### config.mk
export PLATFORM = sky130hd
export DESIGN_NAME = minmax_calibrated_threshold
export DESIGN_NICKNAME = d
export VERILOG_FILES = /design/src/rtl/mct_pkg.sv /design/src/rtl/minmax_calibrated_threshold.sv /design/src/rtl/mct_lane.sv
export SDC_FILE = /design/constraint.sdc
export NUM_CORES = 2
export LEC_CHECK = 0
export ABC_AREA = 1
export BUFFER_PORTS_ARGS = -buffer_cell sky130_fd_sc_hd__buf_4
export CAP_MARGIN = 30
export CORE_MARGIN = 2
export CORE_UTILIZATION = 30
export CTS_BUF_LIST = sky130_fd_sc_hd__clkbuf_8 sky130_fd_sc_hd__clkbuf_16
export DETAILED_ROUTE_END_ITERATION = 6
export GPL_ROUTABILITY_DRIVEN = 1
export SLEW_MARGIN = 20
export SYNTH_ARGS = -nofsm -noshare
export SYNTH_HDL_FRONTEND = slang
export SYNTH_SLANG_ARGS = --single-unit
### constraint.sdc
create_clock -name clk -period 17.5 [get_ports clk]
set_clock_uncertainty 0.05 [all_clocks]
set_input_delay 2.625 -clock clk [delete_from_list [all_inputs] [get_ports clk]]
set_output_delay 2.625 -clock clk [all_outputs]
set_load 0.005 [all_outputs]
### src/rtl/mct_pkg.sv
// shared constants and types of the min/max calibrated threshold detector
`default_nettype none
package mct_pkg;

  localparam int MAX_CH      = 4;
  localparam int SAMPLE_W    = 16;
  localparam int NODE_W      = 8;
  localparam int COUNT_W     = 16;
  localparam int PCT_W       = 7;
  localparam int PROD_W      = SAMPLE_W + PCT_W;
  localparam int DIV_IN_W    = PROD_W - 2;
  localparam int RECIP_W     = 22;
  localparam int QUO_W       = DIV_IN_W + RECIP_W;
  localparam int RECIP_SHIFT = 26;

  localparam logic [SAMPLE_W-1:0] FULL16    = '1;
  localparam logic [PCT_W-1:0]    PCT_FULL  = 7'd100;
  localparam logic [PCT_W-1:0]    PCT_RESET = 7'd50;
  // ceil(2^26 / 25), exact for (x >> 2) / 25 over the whole product range
  localparam logic [RECIP_W-1:0]  RECIP     = 22'd2684355;

  typedef struct packed {
    logic take;
    logic track;
    logic restart;
    logic adv2;
    logic adv_o;
    logic recomp;
    logic clear;
  } lane_ctl_t;

endpackage
`default_nettype wire

### src/rtl/minmax_calibrated_threshold.sv
// top level: mode control, per-channel lanes and result merge register
//
// One word is taken per clock while in_stall is low, and each gives at most
// one result word, which passes the stage 1 and stage 2 registers into the
// output register; calibrating words give none. The stages follow the recompute
// path of each channel lane: span times percent, then a reciprocal multiply
// for the divide by 100, then add and compare in the output register stage.
// Lanes run side by side, one per channel, and the output register merges
// their above bits and raw samples into one word.
// in_stall follows out_stall only when the three stages are all full. The
// percent register is written by cfg_write with cfg_data, clamped to 100.
`default_nettype none
module minmax_calibrated_threshold #(
  parameter int CHANNELS = mct_pkg::MAX_CH
) (
  input  logic                          clk,
  input  logic                          rst,
  input  logic                          cfg_write,
  input  logic [mct_pkg::PCT_W-1:0]     cfg_data,
  input  logic                          in_valid,
  output logic                          in_stall,
  input  logic                          raw_mode,
  input  logic                          calibrating,
  input  logic                          recalc,
  input  logic [mct_pkg::NODE_W-1:0]    node_id,
  input  logic [mct_pkg::COUNT_W-1:0]   counter,
  input  logic [mct_pkg::SAMPLE_W-1:0]  sample_0,
  input  logic [mct_pkg::SAMPLE_W-1:0]  sample_1,
  input  logic [mct_pkg::SAMPLE_W-1:0]  sample_2,
  input  logic [mct_pkg::SAMPLE_W-1:0]  sample_3,
  output logic                          out_valid,
  input  logic                          out_stall,
  output logic                          is_raw,
  output logic [mct_pkg::NODE_W-1:0]    out_node_id,
  output logic [mct_pkg::COUNT_W-1:0]   out_counter,
  output logic [mct_pkg::MAX_CH-1:0]    above_bits,
  output logic [mct_pkg::SAMPLE_W-1:0]  raw_0,
  output logic [mct_pkg::SAMPLE_W-1:0]  raw_1,
  output logic [mct_pkg::SAMPLE_W-1:0]  raw_2,
  output logic [mct_pkg::SAMPLE_W-1:0]  raw_3
);
  import mct_pkg::*;

  logic [PCT_W-1:0]    pct;
  logic                calib_active;

  logic                v1;
  logic                raw1;
  logic                cal1;
  logic                rec1;
  logic                clr1;
  logic [NODE_W-1:0]   node1;
  logic [COUNT_W-1:0]  cnt1;

  logic                v2;
  logic                raw2;
  logic                cal2;
  logic                rec2;
  logic                clr2;
  logic [NODE_W-1:0]   node2;
  logic [COUNT_W-1:0]  cnt2;

  logic                take;
  logic                adv_o;
  logic                rdy2;
  logic                adv2;
  logic                ld_o;
  logic                is_cal;
  logic                restart;
  logic                recomp;

  lane_ctl_t           ctl;
  logic [SAMPLE_W-1:0] samp_in [MAX_CH];
  logic [SAMPLE_W-1:0] samp_w  [MAX_CH];
  logic [MAX_CH-1:0]   above_w;

  // handshake across the three stages
  assign adv_o    = !out_valid || !out_stall;
  assign rdy2     = !v2 || adv_o;
  assign adv2     = v1 && rdy2;
  assign ld_o     = v2 && adv_o;
  assign in_stall = v1 && !rdy2;
  assign take     = in_valid && !in_stall;

  assign is_cal  = !raw_mode && calibrating;
  assign restart = is_cal && !calib_active;
  assign recomp  = !raw_mode && !calibrating && (calib_active || recalc);

  always_ff @(posedge clk) begin
    if (rst) begin
      pct <= PCT_RESET;
    end else if (cfg_write) begin
      pct <= (cfg_data > PCT_FULL) ? PCT_FULL : cfg_data;
    end
  end

  always_ff @(posedge clk) begin
    if (rst) begin
      calib_active <= 1'b0;
    end else if (take && !raw_mode) begin
      calib_active <= calibrating;
    end
  end

  always_ff @(posedge clk) begin
    if (rst) begin
      v1 <= 1'b0;
      v2 <= 1'b0;
    end else begin
      if (take) begin
        v1 <= 1'b1;
      end else if (adv2) begin
        v1 <= 1'b0;
      end
      if (adv2) begin
        v2 <= 1'b1;
      end else if (ld_o) begin
        v2 <= 1'b0;
      end
    end
  end

  always_ff @(posedge clk) begin
    if (take) begin
      raw1  <= raw_mode;
      cal1  <= is_cal;
      rec1  <= recomp;
      clr1  <= restart;
      node1 <= node_id;
      cnt1  <= counter;
    end
    if (adv2) begin
      raw2  <= raw1;
      cal2  <= cal1;
      rec2  <= rec1;
      clr2  <= clr1;
      node2 <= node1;
      cnt2  <= cnt1;
    end
  end

  assign ctl.take    = take;
  assign ctl.track   = take && is_cal;
  assign ctl.restart = restart;
  assign ctl.adv2    = adv2;
  assign ctl.adv_o   = ld_o;
  assign ctl.recomp  = v2 && rec2;
  assign ctl.clear   = v2 && clr2;

  assign samp_in[0] = sample_0;
  assign samp_in[1] = sample_1;
  assign samp_in[2] = sample_2;
  assign samp_in[3] = sample_3;

  for (genvar c = 0; c < MAX_CH; c++) begin : g_lane
    if (c < CHANNELS) begin : g_on
      mct_lane u_lane (
        .clk    (clk),
        .rst    (rst),
        .ctl    (ctl),
        .pct    (pct),
        .sample (samp_in[c]),
        .above  (above_w[c]),
        .samp_o (samp_w[c])
      );
    end else begin : g_off
      assign above_w[c] = 1'b0;
      assign samp_w[c]  = '0;
    end
  end

  // merge register
  always_ff @(posedge clk) begin
    if (rst) begin
      out_valid <= 1'b0;
    end else if (adv_o) begin
      out_valid <= v2 && !cal2;
    end
  end

  always_ff @(posedge clk) begin
    if (ld_o) begin
      is_raw      <= raw2;
      out_node_id <= node2;
      out_counter <= cnt2;
      above_bits  <= raw2 ? '0 : above_w;
      raw_0       <= raw2 ? samp_w[0] : '0;
      raw_1       <= raw2 ? samp_w[1] : '0;
      raw_2       <= raw2 ? samp_w[2] : '0;
      raw_3       <= raw2 ? samp_w[3] : '0;
    end
  end

  a_pct_range: assert property (@(posedge clk) disable iff (rst)
    pct <= PCT_FULL)
    else $error("percent register above full scale");

  a_raw_no_bits: assert property (@(posedge clk) disable iff (rst)
    out_valid && is_raw |-> above_bits == '0)
    else $error("raw word carries above bits");

  a_thr_no_raw: assert property (@(posedge clk) disable iff (rst)
    out_valid && !is_raw |-> (raw_0 == '0) && (raw_1 == '0) && (raw_2 == '0)
                             && (raw_3 == '0))
    else $error("threshold word carries raw samples");

  a_cal_start: assert property (@(posedge clk) disable iff (rst)
    take && is_cal |=> calib_active)
    else $error("calibration not active after calibrating word");

  a_stall_full: assert property (@(posedge clk) disable iff (rst)
    in_stall |-> v1 && v2 && out_valid)
    else $error("input stalled with a free stage");

endmodule
`default_nettype wire

### src/rtl/mct_lane.sv
// one channel lane: min/max tracking, threshold recompute pipeline and compare
`default_nettype none
module mct_lane (
  input  logic                          clk,
  input  logic                          rst,
  input  mct_pkg::lane_ctl_t            ctl,
  input  logic [mct_pkg::PCT_W-1:0]     pct,
  input  logic [mct_pkg::SAMPLE_W-1:0]  sample,
  output logic                          above,
  output logic [mct_pkg::SAMPLE_W-1:0]  samp_o
);
  import mct_pkg::*;

  logic [SAMPLE_W-1:0] chan_max;
  logic [SAMPLE_W-1:0] chan_min;
  logic [SAMPLE_W-1:0] chan_thresh;
  logic [SAMPLE_W-1:0] base_max;
  logic [SAMPLE_W-1:0] base_min;
  logic [SAMPLE_W-1:0] max_next;
  logic [SAMPLE_W-1:0] min_next;
  logic [SAMPLE_W-1:0] span;

  logic [SAMPLE_W-1:0] samp1;
  logic [SAMPLE_W-1:0] min1;
  logic                empty1;
  logic [PROD_W-1:0]   prod1;

  logic [SAMPLE_W-1:0] samp2;
  logic [SAMPLE_W-1:0] min2;
  logic                empty2;
  logic [SAMPLE_W-1:0] quot2;
  logic [QUO_W-1:0]    quot_full;

  logic [SAMPLE_W-1:0] thresh_calc;
  logic [SAMPLE_W-1:0] thresh_use;

  // range tracking at accept
  assign base_max = ctl.restart ? '0 : chan_max;
  assign base_min = ctl.restart ? FULL16 : chan_min;
  assign max_next = (sample > base_max) ? sample : base_max;
  assign min_next = (sample < base_min) ? sample : base_min;
  assign span     = chan_max - chan_min;

  always_ff @(posedge clk) begin
    if (rst) begin
      chan_max <= '0;
      chan_min <= FULL16;
    end else if (ctl.track) begin
      chan_max <= max_next;
      chan_min <= min_next;
    end
  end

  // stage 1: span times percent
  always_ff @(posedge clk) begin
    if (ctl.take) begin
      samp1  <= sample;
      min1   <= chan_min;
      empty1 <= chan_max < chan_min;
      prod1  <= PROD_W'(span) * PROD_W'(pct);
    end
  end

  // stage 2: divide by 100 as (x >> 2) times reciprocal of 25
  assign quot_full = QUO_W'(prod1[PROD_W-1:2]) * QUO_W'(RECIP);

  always_ff @(posedge clk) begin
    if (ctl.adv2) begin
      samp2  <= samp1;
      min2   <= min1;
      empty2 <= empty1;
      quot2  <= quot_full[RECIP_SHIFT +: SAMPLE_W];
    end
  end

  // last stage: threshold select and compare
  assign thresh_calc = empty2 ? FULL16 : min2 + quot2;

  always_comb begin
    priority if (ctl.clear) begin
      thresh_use = FULL16;
    end else if (ctl.recomp) begin
      thresh_use = thresh_calc;
    end else begin
      thresh_use = chan_thresh;
    end
  end

  always_ff @(posedge clk) begin
    if (rst) begin
      chan_thresh <= FULL16;
    end else if (ctl.adv_o && (ctl.clear || ctl.recomp)) begin
      chan_thresh <= thresh_use;
    end
  end

  assign above  = samp2 > thresh_use;
  assign samp_o = samp2;

endmodule
`default_nettype wire

==> flow_summary_export.csv <==
group,metric,value,unit
worst_setup_path,endpoint,"g_lane[3].g_on.u_lane.prod1[20]",
timing,rsz0062_at_grt,"no",
clock_tree,cts-root-buf,"clkbuf_16",
timing,max_freq,155,MHz
detailed_routing,ant_nets,0,
logic_synthesis,ys_warn_count,0,
global_route,use_met1,22.4,%
global_route,grt_pass1_vias,64800,
logic_synthesis,synthSimpleGateAreaFrac,15.1,%
logic_synthesis,synth_nets,11900,
cells_and_area,syn2layout_area_growth,10.4,%
clock_tree,clkTransAtPathRegs,70,ps
clock_tree,cts_tree,"done",
detailed_routing,num_vias,63600,
worst_setup_path,cp.required,17920,ps
timing,tightest_slew,1030,ps
clock_tree,clock_path_buffers,3,
floorplanning,die_h,536,um
logic_synthesis,async_flop_share,0,%
worst_setup_path,crit_type,"reg -> reg",
global_route,grt_max_degree,120,
detailed_routing,finalWirelength,231000,um
timing,slew_viol_final,0,
clock_tree,htree_levels,3,
clock_tree,clk_latency,720,ps
floorplanning,core_area,282000,sq um
clock_tree,cts_made_buffers,85,
global_route,grtUsageMet3,1.67,%
timing,final-setup-viol-count,0,
run,maxCapViolations,0,
place,place.gp.congestion,0.919,
logic_synthesis,synth_top_area_cell,"fa_1",
global_route,overflow,0,
logic_synthesis,synth_flop_cell,"edfxtp_1",
cells_and_area,drive_above_1_share,4.76,%
logic_synthesis,ys_ff_latch,764,
worst_setup_path,critPathLaunch,"g_lane[3].g_on.u_lane.chan_min[0]",
global_route,use_met2,26.9,%
floorplanning,rows,195,
floorplanning,chipWidth,536,um
floorplanning,ios,198,
logic_synthesis,synth_compound_area_share,7.96,%
logic_synthesis,avgSynthCellArea,8.79,sq um
global_route,grt_pass1_wl,366000,um
worst_setup_path,critPathLaunchType,"register",
worst_setup_path,path_max_fanout,7,
timing,hold_viol_final,0,
status,status,"completed",
floorplanning,initial_core_util,30.1,%
cells_and_area,finish.utilization,33.2,%
detailed_routing,viasPerCell,4.66,
logic_synthesis,synth_edf_count,561,
worst_setup_path,crit-reg2reg-launch,"g_lane[3].g_on.u_lane.chan_min[0]",
worst_setup_path,cp-end-kind,"register",
clock_tree,cts_resized,0,
logic_synthesis,synthXorXnorAreaFrac,2.05,%
detailed_routing,drt_iter0_markers,4369,
global_route,gr-max-usage-layer,"met2",
place,hpwlAfterDp,189000,um
worst_setup_path,worst_r2r_path_depth,21,
cells_and_area,num-nets-final,12100,
logic_synthesis,synthCells,9645,
floorplanning,die-area,287000,sq um
logic_synthesis,syn_area,84800,sq um
logic_synthesis,synth_common_cells,"2051 x inv_1, 1564 x nand2_1, 1281 x ha_1, 904 x fa_1, 739 x nor2_1",
timing,fin_crit,6440,ps
worst_setup_path,regToRegSetupSlack,11060,ps
min_path,min_from,"g_lane[2].g_on.u_lane.min1[11]",
global_route,antenna_found_initial,16,
timing,fin_crit_sh,36.8,%
min_path,min_path_type,"reg -> reg",
clock_tree,cts_sinks,764,
logic_synthesis,synth.most_common_cell,"inv_1",
place,io_buffers,197,
detailed_routing,drc,0,
logic_synthesis,yosysSeqAreaShare,24.7,%
clock_tree,postCtsSetupRepairBufs,0,
timing,setup_tns,0,ps
logic_synthesis,synth_top_cell_area_share,21.3,%
global_route,grtUsageTotal,16.1,%
timing,slew-limit-headroom,31.0,%
logic_synthesis,ys_top_cells_by_area,"fa_1 21%, edfxtp_1 20%, ha_1 19%, inv_1 9.1%, nand2_1 6.9%",
logic_synthesis,synthAdderAreaFrac,40.2,%
detailed_routing,detail_route.wl_per_cell,16.9,um
logic_synthesis,synth_top_family_by_area,"adder cells",
logic_synthesis,synth_cell_types,56,
worst_setup_path,timing.rr.end,"g_lane[3].g_on.u_lane.prod1[20]",
clock_tree,holdBufCountCts,0,
logic_synthesis,synthMuxAreaShare,0,%
worst_setup_path,cp_data_arrival_time,6860,ps
detailed_routing,dr.pass1.iters,6,
[stage by stage]
step | std cells | hold WS, ps | setup WS, ps | area (sq um)
2_1_floorplan | 9645 | 350 | 6880 | 84800
3_3_place_gp | 13500 | 350 | 11130 | 90600
3_5_place_dp | 13500 | 355 | 11120 | 90600
4_1_cts | 13600 | 335 | 11170 | 93600
5_1_grt | 13600 | 345 | 10720 | 93600
6_report | 13600 | 345 | 11060 | 93600
[layout by cell type (no fill, tap or decap), drive strengths merged, types with 39 or more instances in the layout]
cell type  synthesis  layout
a21o              39      39
fa               904     904
o21ai            316     316
nand4             62      62
nor3              96      96
a31oi             43      43
clkbuf            98      89
or2               43      43
buf               67     236
o21bai            66      66
nor2             744     744
xor2             139     139
nand3            521     521
edfxtp           561     561
dfxtp            203     203
xnor2             58      58
nand2           1573    1573
inv             2062    2090
ha              1281    1281
o21a              76      76
a21oi            558     558
[kinds of logic (layout without fill, tap and decap cells)]
logic type,count (synthesis),count (layout)
AND/OR/NAND/NOR,3077,3077
buffers and inverters,2233,2464
adder cells (fa/ha/maj),2185,2185
AO/OA/AOI/OAI,1189,1189
flip-flops,764,764
XOR/XNOR,197,197
other,0,12
[worst max-delay path, cell delays in order, from the launching register on]
cell,delay (ps)
dfxtp_1,380
ha_1,270
fa_1,420
inv_1,70
nand3_1,70
nand2_2,110
nand4_1,100
nand3_1,140
xor2_1,770
nor2_1,150
fa_1,550
fa_1,540
fa_1,510
inv_1,50
fa_1,490
inv_1,50
ha_1,330
a21oi_1,240
o21ai_0,150
a211oi_1,330
nand3_1,200
xor2_1,190
[final cells by class]
cell class | count | area, sq um
diodes | 12 | 30.0
clock buffers | 89 | 2190
clock inverters | 71 | 803
fillers | 29300 | 188000
inverters | 2068 | 7770
multi-input cells | 6648 | 55400
flip-flops and latches | 764 | 20900
well taps | 3743 | 4680
repair buffers | 236 | 1800
[sequential cells by signal (all words and copies together), names as in the netlist, 16 cells and up]
register and cells:
cnt1 16, cnt2 16, g_lane.g_on.u_lane.chan_max 64, g_lane.g_on.u_lane.chan_min 64, g_lane.g_on.u_lane.chan_thresh 64, g_lane.g_on.u_lane.min1 64
g_lane.g_on.u_lane.min2 64, g_lane.g_on.u_lane.prod1 84, g_lane.g_on.u_lane.quot2 64, g_lane.g_on.u_lane.samp1 64, g_lane.g_on.u_lane.samp_o 64, out_counter 16
raw_0 16, raw_1 16, raw_2 16, raw_3 16
[layer usage]
layer / part of all wire [%] / up-vias / routed length (um)
met5: 0 / - / 0
met1: 47 / 30600 / 108000
met3: 4.4 / 251 / 10100
met4: 2.2 / 0 / 5140
met2: 47 / 1461 / 108000
li1: - / 31200 / -
[worst min-delay path by stage]
stage	to	slack (ps)	cells past startpoint
floorplan	cal2	350	0
global placement	out_counter[4]	350	0
detailed placement	g_lane[0].g_on.u_lane.min2[2]	350	0
CTS	cnt2[0]	330	0
global route	cnt2[0]	350	0
finish	g_lane[2].g_on.u_lane.min2[11]	350	0
Power is left out: the tool's default activity adds up to more than one toggle a clock period on the data nets, which glitch-free logic cannot reach.
